File: src/design/cpd_pkg.sv
// Shared types and constants for the control packet deframer.
// No dependencies; the other design files except cpd_ram refer to this package by scoped names.
`default_nettype none
package cpd_pkg;

  // Packet store depth, range 4 to 64
  localparam int unsigned BUFFER_DEPTH = 64;
  localparam int unsigned IDX_W        = $clog2(BUFFER_DEPTH);
  localparam int unsigned LEN_W        = 7;
  // two banks of the store: one filling, one draining
  localparam int unsigned RAM_AW       = IDX_W + 1;
  localparam int unsigned RAM_DEPTH    = 2 ** RAM_AW;

  localparam logic [7:0]  START_MARK_A  = 8'hAA;
  localparam logic [7:0]  START_MARK_B  = 8'h55;
  localparam logic [7:0]  END_MARK_HI   = 8'hEB;
  localparam logic [7:0]  END_MARK_LO   = 8'hAA;
  localparam logic [15:0] TIMEOUT_RESET = 16'd50;

  // Register index decoded from the APB address
  localparam logic REG_GAP_TIMEOUT = 1'b0;

  typedef enum logic [1:0] {
    BK_IDLE,
    BK_READ,
    BK_SHOW
  } back_state_e;

  // One completed packet waiting for the back end
  typedef struct packed {
    logic             bank;
    logic [LEN_W-1:0] len;
  } desc_t;

  typedef struct packed {
    logic full;
    logic empty;
  } q_status_t;

  typedef struct packed {
    logic              en;
    logic [RAM_AW-1:0] addr;
    logic [7:0]        data;
  } ram_wr_t;

endpackage
`default_nettype wire

File: src/design/cpd_ram.sv
// Generic single-write, single-read RAM with registered read data.
// Stand-alone; no package dependency.
`default_nettype none
module cpd_ram #(
  parameter int unsigned WIDTH = 8,
  parameter int unsigned DEPTH = 128
) (
  input  wire logic                     clk_i,
  input  wire logic                     we_i,
  input  wire logic [$clog2(DEPTH)-1:0] waddr_i,
  input  wire logic [WIDTH-1:0]         wdata_i,
  input  wire logic                     re_i,
  input  wire logic [$clog2(DEPTH)-1:0] raddr_i,
  output logic      [WIDTH-1:0]         rdata_o
);

  logic [WIDTH-1:0] mem_q [DEPTH];

  always_ff @(posedge clk_i) begin
    if (we_i) begin
      mem_q[waddr_i] <= wdata_i;
    end
    if (re_i) begin
      rdata_o <= mem_q[raddr_i];
    end
  end

endmodule
`default_nettype wire

File: src/design/cpd_queue.sv
// Two-entry descriptor queue between the front (framer) and back (emitter).
// Depends on cpd_pkg.
`default_nettype none
module cpd_queue (
  input  wire logic                clk_i,
  input  wire logic                rst_ni,
  input  wire logic                push_i,
  input  wire cpd_pkg::desc_t      desc_i,
  input  wire logic                pop_i,
  output cpd_pkg::desc_t           head_o,
  output cpd_pkg::q_status_t       status_o
);

  cpd_pkg::desc_t ent_q [2];
  logic           wr_ptr_q, wr_ptr_d;
  logic           rd_ptr_q, rd_ptr_d;
  logic [1:0]     count_q, count_d;

  always_comb begin
    wr_ptr_d = wr_ptr_q ^ push_i;
    rd_ptr_d = rd_ptr_q ^ pop_i;
    count_d  = count_q + 2'(push_i) - 2'(pop_i);
  end

  always_ff @(posedge clk_i or negedge rst_ni) begin
    if (!rst_ni) begin
      wr_ptr_q <= 1'b0;
      rd_ptr_q <= 1'b0;
      count_q  <= 2'd0;
    end else begin
      wr_ptr_q <= wr_ptr_d;
      rd_ptr_q <= rd_ptr_d;
      count_q  <= count_d;
    end
  end

  always_ff @(posedge clk_i) begin
    if (push_i) begin
      ent_q[wr_ptr_q] <= desc_i;
    end
  end

  assign head_o         = ent_q[rd_ptr_q];
  assign status_o.full  = count_q == 2'd2;
  assign status_o.empty = count_q == 2'd0;

endmodule
`default_nettype wire

File: src/design/cpd_front.sv
// Front end: timeout check, start-marker filter, store write, end-marker detect.
// Depends on cpd_pkg; writes the packet RAM and pushes descriptors to cpd_queue.
`default_nettype none
module cpd_front (
  input  wire logic                clk_i,
  input  wire logic                rst_ni,
  input  wire logic [15:0]         gap_timeout_i,
  input  wire logic                rx_valid_i,
  output logic                     rx_ready_o,
  input  wire logic [7:0]          rx_byte_i,
  input  wire logic [31:0]         time_ms_i,
  input  wire cpd_pkg::q_status_t  q_status_i,
  output logic                     push_o,
  output cpd_pkg::desc_t           desc_o,
  output cpd_pkg::ram_wr_t         ram_wr_o,
  output logic                     bank_o
);

  logic [cpd_pkg::LEN_W-1:0] fill_q, fill_d;
  logic [31:0]               prev_time_q;
  logic                      bank_q, bank_d;
  logic [7:0]                last_q;
  logic                      accept;
  logic                      timed_out;
  logic [cpd_pkg::LEN_W-1:0] fill_eff;
  logic [cpd_pkg::LEN_W-1:0] fill_inc;
  logic [31:0]               gap;
  logic                      is_start;

  // a new bank must be free before a byte can be taken
  assign rx_ready_o = !q_status_i.full;
  assign accept     = rx_valid_i && rx_ready_o;

  always_comb begin
    gap       = time_ms_i - prev_time_q;
    timed_out = (gap > 32'(gap_timeout_i)) && (fill_q != '0);
    fill_eff  = timed_out ? '0 : fill_q;
    fill_inc  = fill_eff + cpd_pkg::LEN_W'(1);
    is_start  = (rx_byte_i == cpd_pkg::START_MARK_A) || (rx_byte_i == cpd_pkg::START_MARK_B);

    fill_d        = fill_q;
    bank_d        = bank_q;
    push_o        = 1'b0;
    desc_o.bank   = bank_q;
    desc_o.len    = fill_inc;
    ram_wr_o.en   = 1'b0;
    ram_wr_o.addr = {bank_q, fill_eff[cpd_pkg::IDX_W-1:0]};
    ram_wr_o.data = rx_byte_i;

    if (accept) begin
      priority if (fill_eff == '0 && !is_start) begin
        fill_d = '0;
      end else if (fill_eff == cpd_pkg::LEN_W'(cpd_pkg::BUFFER_DEPTH)) begin
        fill_d = '0;   // overflow: drop byte and packet
      end else begin
        ram_wr_o.en = 1'b1;
        if (fill_eff != '0 && last_q == cpd_pkg::END_MARK_HI &&
            rx_byte_i == cpd_pkg::END_MARK_LO) begin
          push_o = 1'b1;
          fill_d = '0;
          bank_d = !bank_q;
        end else begin
          fill_d = fill_inc;
        end
      end
    end
  end

  always_ff @(posedge clk_i or negedge rst_ni) begin
    if (!rst_ni) begin
      fill_q      <= '0;
      prev_time_q <= '0;
      bank_q      <= 1'b0;
    end else if (accept) begin
      fill_q      <= fill_d;
      prev_time_q <= time_ms_i;
      bank_q      <= bank_d;
    end
  end

  always_ff @(posedge clk_i) begin
    if (ram_wr_o.en) begin
      last_q <= rx_byte_i;
    end
  end

  assign bank_o = bank_q;

endmodule
`default_nettype wire

File: src/design/cpd_back.sv
// Back end: reads a completed packet from its RAM bank and emits it beat by beat.
// Depends on cpd_pkg; pops cpd_queue after the last beat.
`default_nettype none
module cpd_back (
  input  wire logic                       clk_i,
  input  wire logic                       rst_ni,
  input  wire cpd_pkg::desc_t             head_i,
  input  wire cpd_pkg::q_status_t         q_status_i,
  output logic                            pop_o,
  output logic                            re_o,
  output logic [cpd_pkg::RAM_AW-1:0]      raddr_o,
  input  wire logic [7:0]                 rdata_i,
  output logic                            pkt_valid_o,
  input  wire logic                       pkt_ready_i,
  output logic [7:0]                      pkt_byte_o,
  output logic                            pkt_last_o,
  output logic [cpd_pkg::LEN_W-1:0]       pkt_length_o
);

  cpd_pkg::back_state_e      state_q, state_d;
  logic [cpd_pkg::IDX_W-1:0] idx_q, idx_d;
  logic                      is_last;

  assign is_last = (cpd_pkg::LEN_W'(idx_q) + cpd_pkg::LEN_W'(1)) == head_i.len;

  always_comb begin
    state_d     = state_q;
    idx_d       = idx_q;
    pop_o       = 1'b0;
    re_o        = 1'b0;
    pkt_valid_o = 1'b0;
    unique case (state_q)
      cpd_pkg::BK_IDLE: begin
        if (!q_status_i.empty) begin
          idx_d   = '0;
          state_d = cpd_pkg::BK_READ;
        end
      end
      cpd_pkg::BK_READ: begin
        re_o    = 1'b1;
        state_d = cpd_pkg::BK_SHOW;
      end
      cpd_pkg::BK_SHOW: begin
        pkt_valid_o = 1'b1;
        if (pkt_ready_i) begin
          if (is_last) begin
            pop_o   = 1'b1;
            state_d = cpd_pkg::BK_IDLE;
          end else begin
            idx_d   = idx_q + cpd_pkg::IDX_W'(1);
            state_d = cpd_pkg::BK_READ;
          end
        end
      end
      default: state_d = cpd_pkg::BK_IDLE;
    endcase
  end

  always_ff @(posedge clk_i or negedge rst_ni) begin
    if (!rst_ni) begin
      state_q <= cpd_pkg::BK_IDLE;
      idx_q   <= '0;
    end else begin
      state_q <= state_d;
      idx_q   <= idx_d;
    end
  end

  assign raddr_o      = {head_i.bank, idx_q};
  assign pkt_byte_o   = rdata_i;
  assign pkt_last_o   = is_last;
  assign pkt_length_o = head_i.len;

endmodule
`default_nettype wire

File: src/design/control_packet_deframer.sv
// Control packet deframer: bytes in, packets delimited by AA/55 ... EB AA out.
// First beat: descriptor registered in the queue, then back end BK_IDLE, BK_READ, BK_SHOW.
// Throughput: one input byte per cycle while a store bank is free (input stalls only
// while one packet drains and another completes); each output beat is a RAM read, then
// an output hold until taken, set by the back end's read-then-show sequence.
// Reset: async active low; store empty, timestamp 0, timeout 50 ms; no clearing pass.
`default_nettype none
module control_packet_deframer (
  input  wire logic        clk_i,
  input  wire logic        rst_ni,
  // APB configuration port
  input  wire logic        psel,
  input  wire logic        penable,
  input  wire logic        pwrite,
  input  wire logic [2:0]  paddr,
  input  wire logic [31:0] pwdata,
  output logic      [31:0] prdata,
  output logic             pready,
  // input beats
  input  wire logic        rx_valid_i,
  output logic             rx_ready_o,
  input  wire logic [7:0]  rx_byte_i,
  input  wire logic [31:0] time_ms_i,
  // output beats
  output logic             pkt_valid_o,
  input  wire logic        pkt_ready_i,
  output logic [7:0]       pkt_byte_o,
  output logic             pkt_last_o,
  output logic [6:0]       pkt_length_o
);

  // ---------------------------------------------------------------------------
  // Configuration register: one 16-bit gap timeout at byte address 0.
  // ---------------------------------------------------------------------------
  logic [15:0] gap_timeout_q;
  logic        reg_idx;

  assign pready  = 1'b1;
  assign reg_idx = paddr[2];

  always_ff @(posedge clk_i or negedge rst_ni) begin
    if (!rst_ni) begin
      gap_timeout_q <= cpd_pkg::TIMEOUT_RESET;
    end else if (psel && penable && pwrite && pready &&
                 reg_idx == cpd_pkg::REG_GAP_TIMEOUT) begin
      gap_timeout_q <= pwdata[15:0];
    end
  end

  assign prdata = (reg_idx == cpd_pkg::REG_GAP_TIMEOUT) ? {16'd0, gap_timeout_q} : 32'd0;

  // ---------------------------------------------------------------------------
  // Front end fills one bank of the store; a completed packet's bank and length
  // go into the descriptor queue, and the front switches to the other bank.
  // The front stalls only while both banks hold packets not yet drained.
  // ---------------------------------------------------------------------------
  cpd_pkg::q_status_t q_status;
  cpd_pkg::desc_t     push_desc;
  cpd_pkg::desc_t     head;
  cpd_pkg::ram_wr_t   ram_wr;
  logic               push;
  logic               pop;
  logic               front_bank;
  logic               ram_re;
  logic [cpd_pkg::RAM_AW-1:0] ram_raddr;
  logic [7:0]         ram_rdata;

  cpd_front u_front (
    .clk_i         (clk_i),
    .rst_ni        (rst_ni),
    .gap_timeout_i (gap_timeout_q),
    .rx_valid_i    (rx_valid_i),
    .rx_ready_o    (rx_ready_o),
    .rx_byte_i     (rx_byte_i),
    .time_ms_i     (time_ms_i),
    .q_status_i    (q_status),
    .push_o        (push),
    .desc_o        (push_desc),
    .ram_wr_o      (ram_wr),
    .bank_o        (front_bank)
  );

  cpd_queue u_queue (
    .clk_i    (clk_i),
    .rst_ni   (rst_ni),
    .push_i   (push),
    .desc_i   (push_desc),
    .pop_i    (pop),
    .head_o   (head),
    .status_o (q_status)
  );

  // Two banks of BUFFER_DEPTH bytes; the write and read sides always hit
  // different banks.
  cpd_ram #(
    .WIDTH (8),
    .DEPTH (cpd_pkg::RAM_DEPTH)
  ) u_store (
    .clk_i   (clk_i),
    .we_i    (ram_wr.en),
    .waddr_i (ram_wr.addr),
    .wdata_i (ram_wr.data),
    .re_i    (ram_re),
    .raddr_i (ram_raddr),
    .rdata_o (ram_rdata)
  );

  // Back end walks the head packet and holds each beat until taken.
  cpd_back u_back (
    .clk_i        (clk_i),
    .rst_ni       (rst_ni),
    .head_i       (head),
    .q_status_i   (q_status),
    .pop_o        (pop),
    .re_o         (ram_re),
    .raddr_o      (ram_raddr),
    .rdata_i      (ram_rdata),
    .pkt_valid_o  (pkt_valid_o),
    .pkt_ready_i  (pkt_ready_i),
    .pkt_byte_o   (pkt_byte_o),
    .pkt_last_o   (pkt_last_o),
    .pkt_length_o (pkt_length_o)
  );

  // ---------------------------------------------------------------------------
  // Assertions
  // ---------------------------------------------------------------------------
  // a beat is only shown for a queued packet
  a_valid_has_desc: assert property (@(posedge clk_i) disable iff (!rst_ni)
    pkt_valid_o |-> !q_status.empty)
    else $error("output beat without queued packet");

  // the bank being filled is never the bank being drained
  a_bank_apart: assert property (@(posedge clk_i) disable iff (!rst_ni)
    (rx_ready_o && !q_status.empty) |-> (head.bank != front_bank))
    else $error("front writes into the draining bank");

  // the last beat closes the packet; no beat follows in the next cycle
  a_last_closes: assert property (@(posedge clk_i) disable iff (!rst_ni)
    (pkt_valid_o && pkt_ready_i && pkt_last_o) |=> !pkt_valid_o)
    else $error("beat shown right after last beat");

  // shortest packet is start marker plus EB AA
  a_min_len: assert property (@(posedge clk_i) disable iff (!rst_ni)
    pkt_valid_o |-> (pkt_length_o >= 7'd3))
    else $error("packet shorter than three bytes");

endmodule
`default_nettype wire
File: config.mk
export PLATFORM = sky130hd
export DESIGN_NAME = control_packet_deframer
export DESIGN_NICKNAME = d
export VERILOG_FILES = /design/src/design/cpd_pkg.sv /design/src/design/cpd_ram.sv /design/src/design/cpd_queue.sv /design/src/design/cpd_front.sv /design/src/design/cpd_back.sv /design/src/design/control_packet_deframer.sv
export SDC_FILE = /design/constraint.sdc
export NUM_CORES = 1
export LEC_CHECK = 0
export BUFFER_PORTS_ARGS = -buffer_cell sky130_fd_sc_hd__clkbuf_2
export CAP_MARGIN = 20
export CORE_MARGIN = 3
export CORE_UTILIZATION = 42
export CTS_BUF_LIST = sky130_fd_sc_hd__clkbuf_16
export CTS_CLUSTER_DIAMETER = 40
export DETAILED_ROUTE_END_ITERATION = 8
export HOLD_SLACK_MARGIN = 0.06
export PLACE_DENSITY = 0.69
export SLEW_MARGIN = 20
export SYNTH_ARGS = -nofsm -noshare
export SYNTH_HDL_FRONTEND = slang
export SYNTH_SLANG_ARGS = --single-unit
File: constraint.sdc
create_clock -name clk_i -period 8.89 [get_ports clk_i]
set_input_delay 0.4445 -clock clk_i [delete_from_list [all_inputs] [get_ports clk_i]]
set_output_delay 0.4445 -clock clk_i [all_outputs]
set_load 0.01 [all_outputs]
Word level (Yosys, flattened, before mapping)
Memories as Yosys holds them, arrays and structs flattened. A register that Yosys moved wholly into a read port is not among the register bits.
Cells that the tools add are included.
Widths: inputs -> output; s select.

word-level totals
  register bits after elaboration = 76
  memory bits (writable) = 1040
  output and inout port bits = 51
  logic and storage cells = 85
  memories kept = 2

operators by class
  add/sub/neg operators = 6
  magnitude comparators = 1
  equal/unequal tests = 11
  muxes and demuxes = 29
  bitwise logic cells = 5
  reductions and logical operators = 21

memory list
  memory         words  bits a word  read ports  clocked after memory_dff  write ports  RTL line         text
  u_store.mem_q  128    8            1           1                         1            cpd_ram.sv:17    logic [WIDTH-1:0] mem_q [DEPTH];
  u_queue.ent_q  2      8            1           0                         1            cpd_queue.sv:14  cpd_pkg::desc_t ent_q [2];

operators by type and width
  kind                 number
  $gt 32x16->1         1
  $sub 32x32->32       1
  $mux 7               4
  $mux 6               3
  $mux 1               17
  $eq 8x8->1 const B   2
  $mux 16              1
  $reduce_bool 7->1    2
  $pmux 6 s2           1
  $eq 8x7->1 const B   1
  $logic_and 1x1->1    8
  $reduce_and 4->1     2
  $add 6x1->7 const B  1
  $add 7x1->7 const B  1
  $eq 7x7->1           1
  $eq 7x7->1 const B   1
  $logic_not 7->1      1
  $add 6x1->6 const B  1
  $ne 2x2->1 const B   3
  $pmux 2 s3           1
  $eq 2x2->1 const B   2
  $logic_not 2->1      2
  $mux 2               2
  $logic_not 1->1      3
  other kinds (8)      11

Logic depth before layout (Yosys ltp)
  depth in word-level cells = 13
  mapped depth = 33
  depth with buffers taken out = 30

Hierarchy
A second synthesis with hierarchy kept.

second synthesis, totals
  cell total of the unflattened synthesis = 2441
  area, all modules = 46966.3 um^2

by module, submodules not included
  module                   instances  cells an instance  area an instance (um^2)  seq. area each (um^2)
  cpd_ram                  1          1635               39745.6                  30989.7
  cpd_front                1          610                4765.8                   1241.2
  control_packet_deframer  1          70                 903.4                    404.1
  cpd_queue                1          41                 819.5                    580.6
  cpd_back                 1          85                 732.0                    200.2

Worst setup path after synthesis
Ideal clock, no wire load.

  kind = in2reg
  start point = input time_ms_i[0]
  end point = memory u_store.mem_q[74][0] (enable)
  arrival time = 6874 ps
  slack = 1622 ps
  stages on the path = 31
  path buffers = 5
  cell sequence = inv_1 ha_1 fa_1 nand2b_1 a21oi_1 nor2_1 o21ai_0 inv_1 o21ai_0 xor2_1 ha_1 nand4_1 nor2_1 a221o_1 a211oi_1 o221ai_1 or4_1 nor4_2 nand4_2 buf_6 buf_2 buf_1 nor2_1 inv_1 ha_1 and2_1 o21ai_1 o21ai_1 buf_2 buf_2 nor4_1

on the way
  word-level cells in the longest chain between the ends = 10

ends and longest elaborated chain
  item                                                  RTL line                          text
  start, declared                                       control_packet_deframer.sv:23     input wire logic [31:0] time_ms_i,
  $sub 32x32->32 (*)                                    cpd_front.sv:35                   gap = time_ms_i - prev_time_q;
  $gt 32x16->1 (*)                                      cpd_front.sv:36                   timed_out = (gap > 32'(gap_timeout_i)) && (fill_q != '0);
  $logic_and 1x1->1 (*)                                 cpd_front.sv:36
  $mux 7 (*)                                            cpd_front.sv:37                   fill_eff = timed_out ? '0 : fill_q;
  $eq 7x7->1 / $logic_not 7->1 (equally long branches)  cpd_front.sv:53, cpd_front.sv:51
  $mux 1 / $logic_and 1x1->1 (equally long branches)    cpd_front.sv:53, cpd_front.sv:51
  $mux 1                                                cpd_front.sv:51                   priority if (fill_eff == '0 && !is_start) begin
  $mux 1                                                cpd_front.sv:50                   if (accept) begin
  $mux 1                                                cpd_ram.sv:20                     if (we_i) begin
  $mux 1 (implied by the code)                          cpd_ram.sv:21                     mem_q[waddr_i] <= wdata_i;
  end, declared                                         cpd_ram.sv:17

Every way passes the cells marked *; elsewhere a longest branch is shown, timed or not.

Final worst setup path
  start point = input time_ms_i[1]
  end point = memory u_store.mem_q[25][6] (enable)

The elaborated chain is that of the path after synthesis.

==> flow_metrics.tcl <==
set metrics [dict create \
    status "finished clean" \
    place_congestion 0.8403 \
    pin_count 133 \
    clk_pin_slew_ps 60 \
    period_needed_ps 8112 \
    fin_crit_sh_pct 91.25 \
    ys_seq_area_share_pct 71.16 \
    io_buffers 97 \
    num_rows 122 \
    tns_ps 0 \
    setup_viol 0 \
    firstDrtPassIters 5 \
    clockRootBuffer "clkbuf_16" \
    worst-path-buf-inv 5 \
    wl_per_cell_um 25.08 \
    slowest_stage "a2111oi_0" \
    place_hpwl_mm 67.27 \
    synthDominantCellAreaShare_pct 67.52 \
    drc 0 \
    tightest_slew_ps 1148 \
    cpMostUsedCell "nor2_1" \
    rsz0062_at_grt "no" \
    yosysWarnings 0 \
    endpoint_kind "register" \
    stdcell_area_um2 55420 \
    cap_violations 0 \
    nFillCells 8813 \
    synth_top_family_by_area "multiplexers" \
    track_usage_pct 18.90 \
    synth_compound_area_share_pct 2.622 \
    hold_violations 0 \
    slew_viol_final 0 \
    synth_cell_types 79 \
    cts_tree "built" \
    antenna_found_initial 1 \
    core-area_um2 110800 \
    arrival_ps 8540 \
    n_antenna_cell 0 \
    cts_made_buffers 143 \
    leakage_uw 0.01796 \
    cts.path.max_buffers 3 \
    ir_worst_vdd_mv 0.2247 \
    die_x_um 340.4 \
    synthTopCellsByCount "edfxtp_1, mux4_2, nand2_1, nor4_1, clkbuf_1" \
    synth_largest_area_cell "edfxtp_1" \
    path_max_fanout 48 \
    dieArea_um2 115900 \
    grt_pass1_wl_mm 165.1 \
    worstSetupStartpointType "primary input" \
    grt_pass1_vias 25457 \
    fmax_mhz 123.3 \
    fin_total_pwr_uw 13550 \
    syn-instance-count 2429 \
    synthSimpleGateAreaFrac_pct 4.908 \
    yosysMostFrequentCell "edfxtp_1" \
    cp_top_family "simple AND/OR/NAND/NOR gates" \
    area_growth_syn_to_layout_pct 18.02 \
    via_count 24909 \
    synthTopCellsByArea "edfxtp_1, mux4_2, dfrtp_1" \
    async_flop_share_pct 6.050 \
    cpPeakStageDelay_ps 690 \
    worstPathRequired_ps 9320 \
    syn_area_um2 46960 \
    avgSynthCellArea_um2 19.33 \
    start_util_pct 42.38 \
    multiInputGateArea_um2 12690 \
    htreeDepth 4 \
    grt_max_degree 112 \
    die-height_um 340.4 \
    hp-class "in2reg" \
    synth-edff-count 1056 \
    drt_iter0_drc 2397 \
    drive_gt1_share_pct 32.27 \
    path_class "in2reg" \
    fin_nets 2877 \
    cts_sinks 1124 \
    ys_dominant_reg_cell "edfxtp_1" \
    p_per_area_nw_per_um2 244.5 \
    synth-seq-cells 1124 \
    muxShareOfSynthArea_pct 16.92 \
    fin_skew_ps 40.93 \
    viasPerCell 5.733 \
    placed_cell_area_um2 50020 \
    synth_fa_ha_area_share_pct 1.481 \
    synth-xor-area-share_pct 0.7274 \
    regArea_um2 33430 \
    relSlewSlack_pct 23.46 \
    clock_latency_ps 750 \
    antenna_left 0 \
    grt_overflow 0 \
    wl_mm 109.0 \
]
## flip-flops by register name, indices dropped and copies added, names as in the netlist
register             flops
u_front.bank_o           1
u_back.idx_q             6
u_queue.count_q          2
u_front.prev_time_q     32
u_store.rdata_o          8
u_front.fill_q           7
u_queue.wr_ptr_q         1
u_queue.rd_ptr_q         1
u_queue.ent_q           16
gap_timeout_q           16
u_front.last_q           8
u_store.mem_q         1024
u_back.state_q           2
## per-layer routing
metal / vias up / routed length [µm] / GRT usage (%)
li1: 10645 / - / -
met1: 12924 / 43960 / 26.27
met2: 1149 / 53110 / 30.35
met3: 189 / 8833 / 3.444
met4: 2 / 3059 / 6.320
met5: - / 13 / 0
## power breakdown
part / switching (µW) / leakage, µW / internal, µW
combinational: 974 / 0.00519 / 879
sequential: 77.4 / 0.0103 / 5840
clock: 2320 / 0.00242 / 3460
total: 3370 / 0.0180 / 10200
## cells by family (layout without fill, tap and decap cells)
kind of cell               Yosys count  after routing
muxes                              370            370
adders and majority gates           55             55
and+or+nand+nor                    416            416
other                                2             17
buffers and inverters              233            646
AOI/OAI and AO/OA                  190            190
xor gates and xnor gates            39             39
DFF                               1124           1124
## per-stage QoR
stage	utilization (%)	hold WS, ps	cells	setup slack, ps
2_1_floorplan	-	148.9	2444	1622
3_3_place_gp	45.14	487.0	4033	742.7
3_5_place_dp	45.14	480.2	4033	656.5
4_1_cts	50.00	81.70	4345	761.6
5_1_grt	50.01	112.0	4345	108.4
6_report	50.01	139.6	4345	778.3
## worst register-to-register path, stage by stage (launching register included)
cell and delay, ps:
dfrtp_1 360, inv_1 60, ha_1 260, nor2b_1 190
o2111ai_1 290, a2111oi_0 690, nor2_1 250, nor3_1 250
nor2_1 80, xnor2_1 240, ha_1 300, nand4_1 160
nor2_1 70, a221o_1 320, a211oi_1 490, o221ai_1 190
or4_1 560, nor4_2 290, nand4_2 310, nor2_1 230
inv_1 120, ha_1 260, and2_1 170, o21ai_1 260
o21ai_4 310, buf_4 450, nor4_1 410, buf_4 240
## worst paths after layout
path,to,depth (start not counted),slack [ps],startpoint
worst min-delay path,u_store.mem_q[45][5],1,140,rx_byte_i[5]
worst min register to register,u_front.prev_time_q[0],2,490,u_front.prev_time_q[0]
worst max register to register,u_store.mem_q[25][6],27,790,u_front.prev_time_q[1]
min in group asynchronous,u_front.prev_time_q[23],2,420,rst_ni
max in group asynchronous,u_back.idx_q[0],2,7690,rst_ni
worst max-delay path,u_store.mem_q[25][6],28,780,time_ms_i[1]
## cell type report
class                           count  area share (%)
Sequential cell                  1124           60.32
Multi-Input combinational cell   1087           22.91
Clock buffer                      143           6.457
Timing Repair Buffer              311           4.100
Tap cell                         1488           3.359
Clock inverter                    119           2.368
Inverter                           73          0.4944
## repair_timing
action | 4_1_cts | 5_1_grt
hold buffers | 50 | 0
hold endpoints to repair | 114 | 0
gates resized for setup | 0 | 0
setup buffers | 0 | 0
## cell usage in the layout, fill, tap and decap left out, drive strengths merged, types with 10 or more instances in the layout
cell type    instances
edfxtp            1056
mux4               336
clkbuf             231
buf                173
inv                112
nand2              105
nor4               103
dfrtp               65
o21ai               62
nor2                59
ha                  54
clkinv              54
dlygate4sd3         50
a21oi               48
nor3                42
mux2                32
xnor2               24
nand3               22
conb                17
nand4               16
xor2                15
bufinv              15
nand2b              13
a21o                11
clkinvlp            11
o21a                10
Power figures use the tool's default switching activity.
